<file path="config.mk">
export PLATFORM = sky130hd
export DESIGN_NAME = rws_fit_mem
export DESIGN_NICKNAME = d
export VERILOG_FILES = /design/src/rtl/rws_pkg.sv /design/src/rtl/rws_fit_mem.sv
export SDC_FILE = /design/constraint.sdc
export NUM_CORES = 2
export LEC_CHECK = 0
export BUFFER_PORTS_ARGS = -buffer_cell sky130_fd_sc_hd__buf_2
export CAP_MARGIN = 25
export CORE_ASPECT_RATIO = 0.9
export CORE_UTILIZATION = 55
export DETAILED_ROUTE_END_ITERATION = 8
export PLACE_DENSITY = 0.8
export RECOVER_POWER = 100
export SLEW_MARGIN = 20
export SYNTH_ARGS = -nofsm -noshare
export SYNTH_HDL_FRONTEND = slang
export SYNTH_SLANG_ARGS = --single-unit
</file>
<file path="constraint.sdc">
create_clock -name i_clk -period 2.7 [get_ports i_clk]
set_input_delay 0.27 -clock i_clk [delete_from_list [all_inputs] [get_ports i_clk]]
set_output_delay 0.27 -clock i_clk [all_outputs]
set_load 0.005 [all_outputs]
</file>
<file path="src/rtl/rws_pkg.sv">
// Types and constants shared by the roulette wheel selector modules.
`default_nettype none

package rws_pkg;

    // Width of the fitness total and running sum
    localparam int SUM_W        = 24;
    localparam int FIT_W        = 16;
    localparam int ROLL_W       = 16;
    localparam int SLOT_W       = 8;
    localparam int POP_SIZE_W   = 9;
    localparam logic [POP_SIZE_W-1:0] POP_SIZE_RST = 9'd256;

    // Request codes
    localparam logic REQ_STORE = 1'b0;
    localparam logic REQ_PICK  = 1'b1;

    typedef struct packed {
        logic              req_type;
        logic [SLOT_W-1:0] slot;
        logic [FIT_W-1:0]  fitness;
        logic [ROLL_W-1:0] roll;
    } t_in_item;

    typedef struct packed {
        logic [SLOT_W-1:0] chosen;
        logic              found;
    } t_out_item;

    // Memory port strobes
    typedef struct packed {
        logic wr_en;
        logic rd_en;
    } t_mem_ctl;

    typedef enum logic [2:0] {
        ST_IDLE,
        ST_SUM,
        ST_MUL,
        ST_SCAN,
        ST_FIN
    } t_state;

endpackage

`default_nettype wire

</file>
<file path="src/rtl/rws_fit_mem.sv">
// Fitness memory: one write port, one read port with registered data.
`default_nettype none

module rws_fit_mem #(
    parameter int DEPTH = 256,
    parameter int AW    = 8
) (
    input  wire                          i_clk,
    input  rws_pkg::t_mem_ctl            i_ctl,
    input  wire  [AW-1:0]                i_wr_addr,
    input  wire  [rws_pkg::FIT_W-1:0]    i_wr_data,
    input  wire  [AW-1:0]                i_rd_addr,
    output logic [rws_pkg::FIT_W-1:0]    o_rd_data
);

    logic [rws_pkg::FIT_W-1:0] r_mem [DEPTH];

    // Write a stored fitness
    always_ff @(posedge i_clk) begin
        if (i_ctl.wr_en) begin
            r_mem[i_wr_addr] <= i_wr_data;
        end
    end

    // Registered read, updated only when rd_en is set
    always_ff @(posedge i_clk) begin
        if (i_ctl.rd_en) begin
            o_rd_data <= r_mem[i_rd_addr];
        end
    end

endmodule

`default_nettype wire

</file>
# After elaboration in Yosys (flattened, before gate mapping)

Memory sizes are Yosys's and may differ from the RTL's. A register that Yosys moved wholly into a read port is not among the register bits.
Cells that the tools add are included.

Input bits: 35
Register bits after elaboration: 0
Memories kept: 1
Memory bits (writable): 4,096
Output and inout port bits: 16

Memory list:

| name  | depth | bits a word | read ports | clocked after memory_dff | write ports | line              | RTL |
|---|---|---|---|---|---|---|---|
| r_mem | 256   | 16          | 1          | 1                        | 1           | rws_fit_mem.sv:16 | `logic [rws_pkg::FIT_W-1:0] r_mem [DEPTH];` |

Muxes and demuxes: 2

Operators with widths:

| operator         | count |
|---|---|
| 1-bit 2-to-1 mux | 2 |

# Longest topological paths before layout

Depth in word-level cells: 2
Mapped depth: 12
Gate-level depth less buffers: 6

# Worst setup path after synthesis

No wires, ideal clock.

Path type: input to register
Start: input port i_rd_addr[0]
End: register o_rd_data[4] (netlist bit), read port of r_mem, data pin
Slack: 181 ps
Data arrival time: 2,254 ps
Setup time: 265 ps
Path buffers: 3
Stages: 8
Cell sequence: buf_6 -> buf_6 -> buf_2 -> mux4_2 -> mux4_2 -> a22o_1 -> o32ai_2 -> nor4_2

RTL lines:

| element            | line              | RTL |
|---|---|---|
| start: declaration | rws_fit_mem.sv:12 | `input wire [AW-1:0] i_rd_addr,` |
| end: declaration   | rws_fit_mem.sv:13 | `output logic [rws_pkg::FIT_W-1:0] o_rd_data` |

# Worst setup path after layout

Start: input port i_wr_data[9] (netlist bit)
End: memory r_mem[124][9] (netlist bit), data pin

RTL lines:

| element            | line              | RTL |
|---|---|---|
| start: declaration | rws_fit_mem.sv:11 | `input wire [rws_pkg::FIT_W-1:0] i_wr_data,` |
| end: declaration   | rws_fit_mem.sv:16 |  |

No word-level cell before the write port.

==> metrics.md <==
| Metric | Value |
|---|---|
| Fillcell total | 17900 |
| Port bufs | 50 |
| Vias in the first global route | 85400 |
| H-tree Lvls | 5 |
| Yosys Warn Count | 0 |
| Status | finished, violations left |
| First-pass GRT wire length | 634 mm |
| Area of the multi-input gates | 33000 sq um |
| Post-route insts no fill | 12500 |
| DR WL/cell | 36.2 um |
| Reg2reg path depth | 6 |
| Min-Delay Path Class | primary input to flop |
| LEAKAGE | 58.7 nW |
| Nets@finish | 8450 |
| Largest net degree at the start of global routing | 113 |
| FMAX | 337 MHz |
| Worst-Margin Slew | 2.90 ns |
| Top cells by area, synth | edfxtp_1 (78%), mux4_2 (11%), mux2i_1 (3.6%) |
| R2r endpoint | o_rd_data[14] |
| Die Ht | 512 um |
| Gr ovfl total | 0 |
| 1st-iter DRT viols | 15200 |
| Tot Pwr | 133 mW |
| Worst-path clk slew | 0.07 ns |
| Post-synth top area share | 77.7% |
| DRC viols | 0 |
| Synth Instances | 7360 |
| Vias/cell | 6.95 |
| Power Density | 728 nW/um^2 |
| Core ar. | 286000 sq um |
| Hold Crit Endpoint | r_mem[167][14] |
| Setup repair bufs after CTS | 0 |
| Reg2Reg Launch Point | r_mem[56][14] |
| Max Slew Vio Count | 1231 |
| CP Launch Type | primary input |
| Die Wd | 569 um |
| Vias post-DR | 86900 |
| Register area share after synthesis | 77.7% |
| Clk Latency, worst-skew pair | 0.94 ns |
| Max rail drop VDD | 648 uV |
| Reg area | 123000 sq um |
| Mapped Area | 159000 sq um |
| Synth async-reset ratio | 0% |
| CP Data Required Time | 3.31 ns |
| Initial antenna violation count | 32 |
| CTS max path bufs | 4 |
| Layout cells sized above 1 | 26.7% |
| Slew headroom | -93.5% |
| DPL Wire Length | 270 mm |
| Hold_sp | i_wr_addr[1] |
| RSZ-0062 raised after global routing | yes |
| EDFF count, synth | 4112 |
| Post-synthesis register bit count | 4112 |
| Worst setup margin | -0.265 ns |
| Hold Crit Depth | 3 |
| Dpl cells | 11800 |
| Crit Path Category | primary input to flop |
| CTS tree | yes |
| Synthesized Nets | 7395 |
| Synthesis-to-layout area growth | 14.8% |
| Final Critical Period | 2.97 ns |
| Rows | 186 |
| Worst-path fanout max | 84 |
| Final Hold Vio Count | 0 |
| CTS Buf Count | 396 |
| WP data arrival | 3.57 ns |
| Total GRT Usage | 30.7% |
| Routability cong. | 0.954 |
| Most used flip-flop cell after synthesis | edfxtp_1 |
| R2r setup slk | -0.08 ns |
| Root Buffer | clkbuf_16 |
| Largest area contributor in the netlist | edfxtp_1 |
| Drt pass-1 iters | 8 |
| Avg Cell Area, Syn | 21.6 sq um |
| Die area | 291000 sq um |
| Period utilisation layout | 110% |
| ANT nets after route | 0 |
| Setup Skew | 0.0727 ns |
| Final WL | 453 mm |
| Max-cap violations | 30 |
| Nature of the critical path endpoint | flop |
| Distinct cells, synth | 51 |
| I/O pin total | 51 |
| Clock Sinks | 4112 |
| Finish-stage setup viols | 675 |
| Starting density of the core | 55.5% |
| Failing checks | max-capacitance violations, max-slew violations, negative setup slack |
## critical path, stage by stage
cell and delay (ns):
dlygate4sd3_1 0.52, buf_2 1.67, buf_4 0.81
## cell families after synthesis
kind of cell	count (synthesis)	share of synthesized area [%]
AO/OA/AOI/OAI	786	3.53
buffers and inverters	456	1.69
flip-flops	4112	77.7
multiplexers	1450	15.5
AND/OR/NAND/NOR	556	1.57
## state kept, by name, indices dropped and copies added, names as in the netlist
name / flops
o_rd_data: 16
r_mem: 4096
## report_power, final
| group | switching (mW) | total (mW) | internal (mW) | leakage [nW] |
|---|---|---|---|---|
| registers | 0.109 | 70.5 | 70.4 | 37.0 |
| clock network | 23.9 | 54.7 | 30.8 | 6.14 |
| logic | 4.77 | 7.59 | 2.82 | 15.6 |
## synth_stat cells (all sizes together), types with 21 or more instances
master and number:
a21oi 175, a221oi 28, a22o 32, a22oi 43, buf 222, clkbuf 230
edfxtp 4112, mux2 88, mux2i 565, mux4 797, nand2 38, nand3 35
nand4 26, nor2 304, nor3 92, o21ai 38, o221ai 253, o22ai 148
o32ai 21
## repair_timing
item | CTS | global route
hold endpoints to repair | 874 | 0
hold buffers | 17 | 0
pin swaps | 3 | 5
setup endpoints to repair | 7 | 13
resized for setup | 27 | 16
## cells in the final DEF (no fill, tap or decap), drive strengths merged, types with 92 or more instances in the layout
master,netlist,routed
clkinv,0,172
mux2i,565,565
nor2,304,304
o221ai,253,253
clkbuf,230,880
mux4,797,797
edfxtp,4112,4112
buf,222,683
o22ai,148,148
nor3,92,92
a21oi,175,175
## through the flow
step           util (%)  cell area [sq um]  hold WS (ns)  TNS [ns]  setup WS, ns
2_1_floorplan         -             159000         0.369         0         0.181
3_3_place_gp       59.9             171000         0.674    -11.18         -1.15
3_5_place_dp       59.9             171000         0.689    -11.78         -1.22
4_1_cts            64.4             184000        0.0712   -0.0625       -0.0625
5_1_grt            63.7             182000         0.109    -20.60        -0.153
6_report           63.7             182000         0.144    -47.95        -0.265
## worst max path at each step
stage / from / to / slack [ns] / cells past startpoint
floorplan: i_rd_addr[0] / o_rd_data[4] / 0.18 / 8
global placement: i_rd_addr[0] / o_rd_data[14] / -1.15 / 12
detailed placement: i_rd_addr[0] / o_rd_data[14] / -1.22 / 12
CTS: r_mem[56][14] / o_rd_data[14] / -0.06 / 6
global route: i_wr_data[9] / r_mem[125][9] / -0.15 / 3
finish: i_wr_data[9] / r_mem[124][9] / -0.27 / 3
## cell type report
class / instances / share of cell area [%]
antenna: 18 / 0.0247
clock buffer: 471 / 5.64
clock inverter: 235 / 1.28
inverter: 4 / 0.0151
multi-input combinational: 2792 / 18.1
sequential: 4112 / 67.7
tap: 3760 / 2.58
timing repair buffer: 1109 / 4.68
## routing by layer
metal  global-route usage (%)  share of wire (%)  vias to the layer above
met5                        0              0.015                        -
met4                     13.8                5.5                       10
met3                     7.89                 14                     1218
met2                     47.4                 46                     7774
met1                     41.7                 34                    44500
li1                         -                  -                    33400
(Power assumes the default switching activity.)
