<file path="src/rtl/rws_pkg.sv">
// Types and constants shared by the roulette wheel selector modules.
`default_nettype none

package rws_pkg;

    // Width of the fitness total and running sum
    localparam int SUM_W        = 24;
    localparam int FIT_W        = 16;
    localparam int ROLL_W       = 16;
    localparam int SLOT_W       = 8;
    localparam int POP_SIZE_W   = 9;
    localparam logic [POP_SIZE_W-1:0] POP_SIZE_RST = 9'd256;

    // Request codes
    localparam logic REQ_STORE = 1'b0;
    localparam logic REQ_PICK  = 1'b1;

    typedef struct packed {
        logic              req_type;
        logic [SLOT_W-1:0] slot;
        logic [FIT_W-1:0]  fitness;
        logic [ROLL_W-1:0] roll;
    } t_in_item;

    typedef struct packed {
        logic [SLOT_W-1:0] chosen;
        logic              found;
    } t_out_item;

    // Memory port strobes
    typedef struct packed {
        logic wr_en;
        logic rd_en;
    } t_mem_ctl;

    typedef enum logic [2:0] {
        ST_IDLE,
        ST_SUM,
        ST_MUL,
        ST_SCAN,
        ST_FIN
    } t_state;

endpackage

`default_nettype wire

</file>
<file path="src/rtl/rws_ctrl.sv">
// Selection sequencer: sums the fitness memory, then walks it against the roll.
`default_nettype none

module rws_ctrl #(
    parameter int MAX_POP   = 256,
    parameter int ROLL_BITS = 16,
    parameter int AW        = 8
) (
    input  wire                                i_clk,
    input  wire                                i_rst_n,
    input  wire  [rws_pkg::POP_SIZE_W-1:0]     i_pop_size,
    input  wire                                i_in_valid,
    output logic                               o_in_ready,
    input  rws_pkg::t_in_item                  i_in_data,
    output logic                               o_out_valid,
    input  wire                                i_out_ready,
    output rws_pkg::t_out_item                 o_out_data,
    output rws_pkg::t_mem_ctl                  o_mem_ctl,
    output logic [AW-1:0]                      o_wr_addr,
    output logic [rws_pkg::FIT_W-1:0]          o_wr_data,
    output logic [AW-1:0]                      o_rd_addr,
    input  wire  [rws_pkg::FIT_W-1:0]          i_rd_data
);

    localparam int CW  = $clog2(MAX_POP + 1);
    localparam int PW  = rws_pkg::SUM_W + ROLL_BITS;
    localparam int RXW = (ROLL_BITS > rws_pkg::ROLL_W) ? ROLL_BITS : rws_pkg::ROLL_W;
    localparam int SW  = rws_pkg::SUM_W;

    rws_pkg::t_state    r_state, n_state;
    logic [CW-1:0]      r_cnt, n_cnt;
    logic [CW-1:0]      r_n, n_n;
    logic               r_rd_vld, n_rd_vld;
    logic [AW-1:0]      r_rd_idx, n_rd_idx;
    logic [SW-1:0]      r_total, n_total;
    logic [SW-1:0]      r_run, n_run;
    logic [PW-1:0]      r_prod, n_prod;
    logic [ROLL_BITS-1:0] r_roll, n_roll;
    rws_pkg::t_out_item r_res, n_res;
    logic               r_out_valid, n_out_valid;
    rws_pkg::t_out_item r_out_data, n_out_data;

    logic [RXW-1:0]     roll_ext;
    logic [ROLL_BITS-1:0] roll_m;
    logic [CW-1:0]      eff_n;
    logic [AW+7:0]      slot_ext;
    logic [AW+7:0]      idx_ext;
    logic               slot_ok;
    logic [SW-1:0]      sum_next;
    logic               hit;
    logic               out_free;

    // Mask the roll and clamp the population size
    assign roll_ext = RXW'(i_in_data.roll);
    assign roll_m   = roll_ext[ROLL_BITS-1:0];
    assign eff_n    = (32'(i_pop_size) > MAX_POP) ? CW'(MAX_POP) : CW'(i_pop_size);
    assign slot_ext = (AW + 8)'(i_in_data.slot);
    assign slot_ok  = 32'(i_in_data.slot) < MAX_POP;
    assign idx_ext  = (AW + 8)'(r_rd_idx);

    // Accumulate and compare against roll * total
    assign sum_next = r_run + SW'(i_rd_data);
    assign hit      = {sum_next, {ROLL_BITS{1'b0}}} >= r_prod;
    assign out_free = !r_out_valid || i_out_ready;

    assign o_wr_addr   = slot_ext[AW-1:0];
    assign o_wr_data   = i_in_data.fitness;
    assign o_rd_addr   = r_cnt[AW-1:0];
    assign o_out_valid = r_out_valid;
    assign o_out_data  = r_out_data;

    // Next state and datapath
    always_comb begin
        n_state     = r_state;
        n_cnt       = r_cnt;
        n_n         = r_n;
        n_rd_vld    = 1'b0;
        n_rd_idx    = r_rd_idx;
        n_total     = r_total;
        n_run       = r_run;
        n_prod      = r_prod;
        n_roll      = r_roll;
        n_res       = r_res;
        n_out_valid = r_out_valid && !i_out_ready;
        n_out_data  = r_out_data;
        o_mem_ctl   = '0;
        o_in_ready  = 1'b0;

        unique case (r_state)
            rws_pkg::ST_IDLE: begin
                o_in_ready = 1'b1;
                if (i_in_valid) begin
                    if (i_in_data.req_type == rws_pkg::REQ_PICK) begin
                        n_roll  = roll_m;
                        n_n     = eff_n;
                        n_cnt   = '0;
                        n_total = '0;
                        n_state = rws_pkg::ST_SUM;
                    end else if (slot_ok) begin
                        o_mem_ctl.wr_en = 1'b1;
                    end
                end
            end
            rws_pkg::ST_SUM: begin
                if (r_rd_vld) begin
                    n_total = r_total + SW'(i_rd_data);
                end
                if (r_cnt != r_n) begin
                    o_mem_ctl.rd_en = 1'b1;
                    n_cnt           = r_cnt + 1'b1;
                    n_rd_vld        = 1'b1;
                end else if (!r_rd_vld) begin
                    n_state = rws_pkg::ST_MUL;
                end
            end
            rws_pkg::ST_MUL: begin
                n_prod = {{SW{1'b0}}, r_roll} * {{ROLL_BITS{1'b0}}, r_total};
                if (r_total == '0) begin
                    n_res   = '0;
                    n_state = rws_pkg::ST_FIN;
                end else begin
                    n_cnt   = '0;
                    n_run   = '0;
                    n_state = rws_pkg::ST_SCAN;
                end
            end
            rws_pkg::ST_SCAN: begin
                if (r_rd_vld && hit) begin
                    n_res.found  = 1'b1;
                    n_res.chosen = idx_ext[7:0];
                    n_state      = rws_pkg::ST_FIN;
                end else begin
                    if (r_rd_vld) begin
                        n_run = sum_next;
                    end
                    if (r_cnt != r_n) begin
                        o_mem_ctl.rd_en = 1'b1;
                        n_cnt           = r_cnt + 1'b1;
                        n_rd_vld        = 1'b1;
                        n_rd_idx        = r_cnt[AW-1:0];
                    end else if (!r_rd_vld) begin
                        n_res   = '0;
                        n_state = rws_pkg::ST_FIN;
                    end
                end
            end
            rws_pkg::ST_FIN: begin
                if (out_free) begin
                    n_out_valid = 1'b1;
                    n_out_data  = r_res;
                    n_state     = rws_pkg::ST_IDLE;
                end
            end
            default: begin
                n_state = rws_pkg::ST_IDLE;
            end
        endcase
    end

    // Control registers
    always_ff @(posedge i_clk) begin
        if (!i_rst_n) begin
            r_state     <= rws_pkg::ST_IDLE;
            r_rd_vld    <= 1'b0;
            r_out_valid <= 1'b0;
        end else begin
            r_state     <= n_state;
            r_rd_vld    <= n_rd_vld;
            r_out_valid <= n_out_valid;
        end
    end

    // Payload registers
    always_ff @(posedge i_clk) begin
        r_cnt      <= n_cnt;
        r_n        <= n_n;
        r_rd_idx   <= n_rd_idx;
        r_total    <= n_total;
        r_run      <= n_run;
        r_prod     <= n_prod;
        r_roll     <= n_roll;
        r_res      <= n_res;
        r_out_data <= n_out_data;
    end

endmodule

`default_nettype wire

</file>
<file path="config.mk">
export PLATFORM = sky130hd
export DESIGN_NAME = rws_ctrl
export DESIGN_NICKNAME = d
export VERILOG_FILES = /design/src/rtl/rws_pkg.sv /design/src/rtl/rws_ctrl.sv
export SDC_FILE = /design/constraint.sdc
export NUM_CORES = 1
export LEC_CHECK = 0
export ABC_CLOCK_PERIOD_IN_PS = 8010
export BUFFER_PORTS_ARGS = -buffer_cell sky130_fd_sc_hd__buf_2
export CORE_MARGIN = 2
export CORE_UTILIZATION = 30
export CTS_CLUSTER_DIAMETER = 150
export DETAILED_ROUTE_END_ITERATION = 7
export SYNTH_ARGS = -nofsm -noshare
export SYNTH_HDL_FRONTEND = slang
export SYNTH_SLANG_ARGS = --single-unit
export TNS_END_PERCENT = 1
</file>
<file path="constraint.sdc">
create_clock -name i_clk -period 8.01 [get_ports i_clk]
set_input_delay 0.801 -clock i_clk [delete_from_list [all_inputs] [get_ports i_clk]]
set_output_delay 0.801 -clock i_clk [all_outputs]
set_load 0.05 [all_outputs]
</file>
# [Word level (Yosys, flattened, before mapping)]
# Index checks and enable logic that the tools add are counted.
[op_classes] eq_ne=17 n_reduce_logical=18 add_sub_neg=3 bitwise_logic=1 multipliers=1 n_lt_le_gt_ge=2 mux=38
[op_table] op="$mux 24" n=6
[op_table] op="$pmux 24 s2" n=2
[op_table] op="$mux 9" n=9
[op_table] op="$add 24x16->24" n=2
[op_table] op="$ge 40x40->1" n=1
[op_table] op="$mul 16x24->40" n=1
[op_table] op="$pmux 9 s4" n=1
[op_table] op="$mux 3" n=9
[op_table] op="$logic_not 24->1" n=1
[op_table] op="$ne 2x2->1 const B" n=10
[op_table] op="$pmux 9 s2" n=1
[op_table] op="$pmux 3 s5" n=1
[op_table] op="$reduce_and 4->1" n=3
[op_table] op="$add 9x1->9 const B" n=1
[op_table] op="$gt 9x9->1 const B" n=1
[op_table] op="$ne 9x9->1" n=1
[op_table] op="$mux 1" n=8
[op_table] op="$reduce_and 7->1" n=1
[op_table] op="$eq 3x2->1 const B" n=2
[op_table] op="$ne 3x3->1 const B" n=2
[op_table] op="$reduce_and 3->1" n=2
[op_table] op="$reduce_and 5->1" n=1
[op_table] op="$reduce_bool 2->1" n=2
[op_table] op="$reduce_bool 4->1" n=1
[op_table] op="other kinds (9)" n=11
[word_totals] input_bits=70 out_inout_bits=45 register_bits=153 word_cells=94

# [Depth between registers and ports, before layout]
[logic_depth] word_depth=5 depth_mapped=24 depth_no_buf=23

# [Worst setup path after synthesis]
# OpenSTA, ideal clock, no wires.
[synth_timing] path_kind="reg-to-reg" start="register r_total[10]" end="register r_prod[38], data pin" stages_incl_launch_ff=23 required_time_ps=7751 path_buffers=2 period_less_slack_ps=6667 arrival_ps=6408 setup_ps=259 path_slack_ps=1343 path_cell_list="edfxtp_1 -> clkbuf_1 -> clkbuf_1 -> nand2_1 -> fa_1 -> fa_1 -> fa_1 -> inv_1 -> fa_1 -> fa_1 -> inv_1 -> fa_1 -> inv_1 -> ha_1 -> a21oi_4 -> o221ai_2 -> a2111oi_4 -> a21oi_2 -> or2_1 -> a221o_1 -> o211a_1 -> o2111a_1 -> a211o_1"
[synth_between] elab_chain_len=1
[synth_lines] item="start: declaration" line_no="rws_ctrl.sv:35" rtl="logic [SW-1:0] r_total, n_total;"
[synth_lines] item="start signal: assignment" line_no="rws_ctrl.sv:178" rtl="r_total <= n_total;"
[synth_lines] item="$mul 16x24->40" line_no="rws_ctrl.sv:117" rtl="n_prod = {{SW{1'b0}}, r_roll} * {{ROLL_BITS{1'b0}}, r_total};"
[synth_lines] item="end signal: assignment" line_no="rws_ctrl.sv:180" rtl="r_prod <= n_prod;"
[synth_lines] item="end: declaration" line_no="rws_ctrl.sv:37" rtl="logic [PW-1:0] r_prod, n_prod;"
# No other way between the ends.
# A chain may end at the register's enable or synchronous reset.

# [Worst setup path in the final report]
[layout_timing] start="register r_roll[2]" end="register r_prod[38], data pin"
[layout_between] elab_chain_len=1
[layout_lines] item="start: declaration" line_no="rws_ctrl.sv:38" rtl="logic [ROLL_BITS-1:0] r_roll, n_roll;"
[layout_lines] item="start signal: assignment" line_no="rws_ctrl.sv:181" rtl="r_roll <= n_roll;"
[layout_lines] item="$mul 16x24->40" line_no="rws_ctrl.sv:117"
# No other way between the ends.

==> qor.yml <==
outcome:
  status: "completed"
placement:
  gp_congestion: 0.8516
  hpwlAfterDp_um: 40820
  io_buffers: 66
routing:
  dr.pass1.iters: 5
  vias: 14430
  drtIter0Drc: 1093
  viasPerCell: 4.825
  wl_met2_um: 26410
  ant_nets: 0
  finalWirelength_um: 51800
  met1_length_um: 21400
  maxUsedRoutingLayer: "met4"
  wl_per_cell_um: 17.32
  drc_errors: 0
  routed-wl-met3_um: 2232
sta:
  max_freq_ghz: 0.1355
  drv_slew: 0
  worst_pin_slew_ns: 1.061
  min_period_ns: 7.382
  rsz0062_at_grt: "false"
  post-route-period-util: 0.9216
  slew_headroom: 0.2926
  setup_viol: 0
  finalSetupTns_ns: 0
  hold_viol_final: 0
  skew_ns: 0.01275
synthesis:
  yosys-top-cells-count: "inv_1 (387), fa_1 (308), nand2_1 (262)"
  synth_area_leader_cell: "fa_1"
  synth-compound-area-share: 0.06696
  ys_types: 61
  synth_xor_area_frac: 0.03443
  synth_fp_nets: 2649
  syn_area_per_cell_sq_um: 9.680
  synth_most_common_cell: "inv_1"
  synth_area_sq_mm: 0.02035
  yosys.area_share.simple: 0.1682
  ys.flop_type: "edfxtp_1"
  synthArstFlopShare: 0
  ys_warn_count: 0
  synth_cells: 2102
  synth_top_cells_by_area: "fa_1 (30%), edfxtp_1 (22%), ha_1 (10%)"
  synth_top_area_share: 0.3030
  synth_edf_count: 148
  ys_ff_latch: 153
  synth_top_family_by_area: "adder cells"
  synth_seq_area_share: 0.2233
  synth.area.mux_share: 0.002951
  synth_fa_ha_area_frac: 0.4069
pwr:
  p_per_area_mw_per_mm2: 392.4
  leakagePower_uw: 0.01002
  peakVddDrop_mv: 0.5117
floorplanning:
  initial_core_util: 0.3030
  dieArea_sq_mm: 0.06993
  die_w_um: 264.4
  core-area_sq_mm: 0.06716
  die-height_um: 264.4
  rows: 95
  ioPinCount: 115
layout:
  n_fill_cell: 6852
  register_area_sq_mm: 0.004544
  diodes: 0
  syn2layout_area_growth_pct: 8.307
  multiInputGateArea_sq_mm: 0.01384
  fin_nets: 2651
  drive_gt1_frac: 0.06471
  final_core_util: 0.3282
min_path:
  holdPathStages: 0
  worstHoldStart: "r_res[2]"
  hold_path_class: "reg2reg"
  hold-path-endpoint: "o_out_data[2]"
critical_path:
  critical_path.max_fanout: 24
  reg2reg_slack_ns: 0.63
  worst_ep_required_time_ns: 8.24
  ff2ff_path_depth: 20
  rr_startpoint: "r_roll[2]"
  worst_ep_arrival_time_ns: 7.61
  cp-start-kind: "register"
  end_kind: "register"
  critPathKind: "reg2reg"
  rr_endpoint: "r_prod[38]"
grt:
  grt.total_usage: 0.1542
  overflow: 0
  grt_max_degree: 43
  grt_pass1_vias: 15590
  antenna_found_initial: 0
  grt_pass1_wl_um: 84020
cts:
  cts_tree: "done"
  ctsHoldBuffers: 0
  postCtsSetupRepairBufs: 0
  clkLatencyLatePin_ns: 0.49
  cts-root-buf: "clkbuf_16"
  cts-buffers-inserted: 17
  cts_resized: 0
  clockBufferDepth: 2
  clock-sinks: 153
  htreeDepth: 4
  clk_pin_slew_worst_paths_ns: 0.08
run:
  maxCapViolCount: 0
==> cell usage in the layout (no fill, tap or decap), types with 50 or more instances in the layout <==
| master | instances |
|---|---|
| inv_1 | 387 |
| fa_1 | 308 |
| nand2_1 | 262 |
| and2_1 | 193 |
| ha_1 | 169 |
| edfxtp_1 | 148 |
| nor2_1 | 77 |
| buf_2 | 66 |
| a21oi_1 | 54 |
| o21ai_0 | 50 |
==> cell type report <==
cell class	count	area share
clock buffer	17	0.01930
clock inverter	15	0.007948
inverter	387	0.06591
multi-input combinational	1455	0.6279
sequential	153	0.2062
tap	873	0.04956
timing repair buffer	90	0.02316
==> stage by stage <==
step	worst slack (ns)	cell area (sq um)	instances	power, uW	hold WS [ns]
6_report	0.6284	22040	2990	8647	0.4204
5_1_grt	0.2492	22040	2990	9605	0.4335
4_1_cts	0.6440	22040	2990	8691	0.4223
3_5_place_dp	0.6913	21440	2958	7800	0.4045
3_3_place_gp	0.7793	21440	2958	7688	0.4018
2_1_floorplan	1.343	20350	2102	6231	0.4003
==> kinds of logic after synthesis <==
kind of cell,after synthesis
flip-flops,153
buffers and inverters,494
AO/OA/AOI/OAI,205
adder cells (fa/ha/maj),477
AND/OR/NAND/NOR,687
XOR/XNOR,80
multiplexers,6
==> routing by layer <==
layer	track usage	vias to the layer above
li1	-	6628
met1	0.1863	7307
met2	0.2748	393
met3	0.02555	98
met4	0.05789	0
met5	0	-
==> how the worst max path moves through the flow <==
stage | start | end | slack (ns) | cells past startpoint
3_5_place_dp | r_roll[1] | r_prod[38] | 0.69 | 20
2_1_floorplan | r_total[10] | r_prod[38] | 1.34 | 22
4_1_cts | r_roll[1] | r_prod[38] | 0.64 | 20
3_3_place_gp | r_roll[1] | r_prod[38] | 0.78 | 20
5_1_grt | r_roll[2] | r_prod[38] | 0.25 | 20
6_report | r_roll[2] | r_prod[38] | 0.63 | 20
==> registers in the layout, indices dropped and copies added (netlist names) <==
name,flops
r_cnt,9
r_n,9
r_roll,16
r_state,3
r_rd_idx,8
r_res,9
r_total,24
o_out_valid,1
r_run,24
o_out_data,9
r_rd_vld,1
r_prod,40
==> power by group <==
part           switching (uW)  internal [uW]  leakage (uW)
registers                74.1           1220       0.00140
logic                    3770           2730       0.00832
clock network             407            446      0.000294
==> critical path, stage by stage, from the launching register on <==
cell       delay, ns
edfxtp_1        0.99
nand2_1         0.17
fa_1            0.53
fa_1            0.53
fa_1            0.46
fa_1            0.49
inv_1           0.06
fa_1            0.53
inv_1           0.05
fa_1            0.50
inv_1           0.05
ha_1            0.35
a21oi_4         0.18
o221ai_2        0.14
a2111oi_4       0.52
a21oi_2         0.15
or2_1           0.30
a221o_1         0.35
o211a_1         0.26
o2111a_1        0.23
a211o_1         0.26
(Power assumes the default switching activity.)
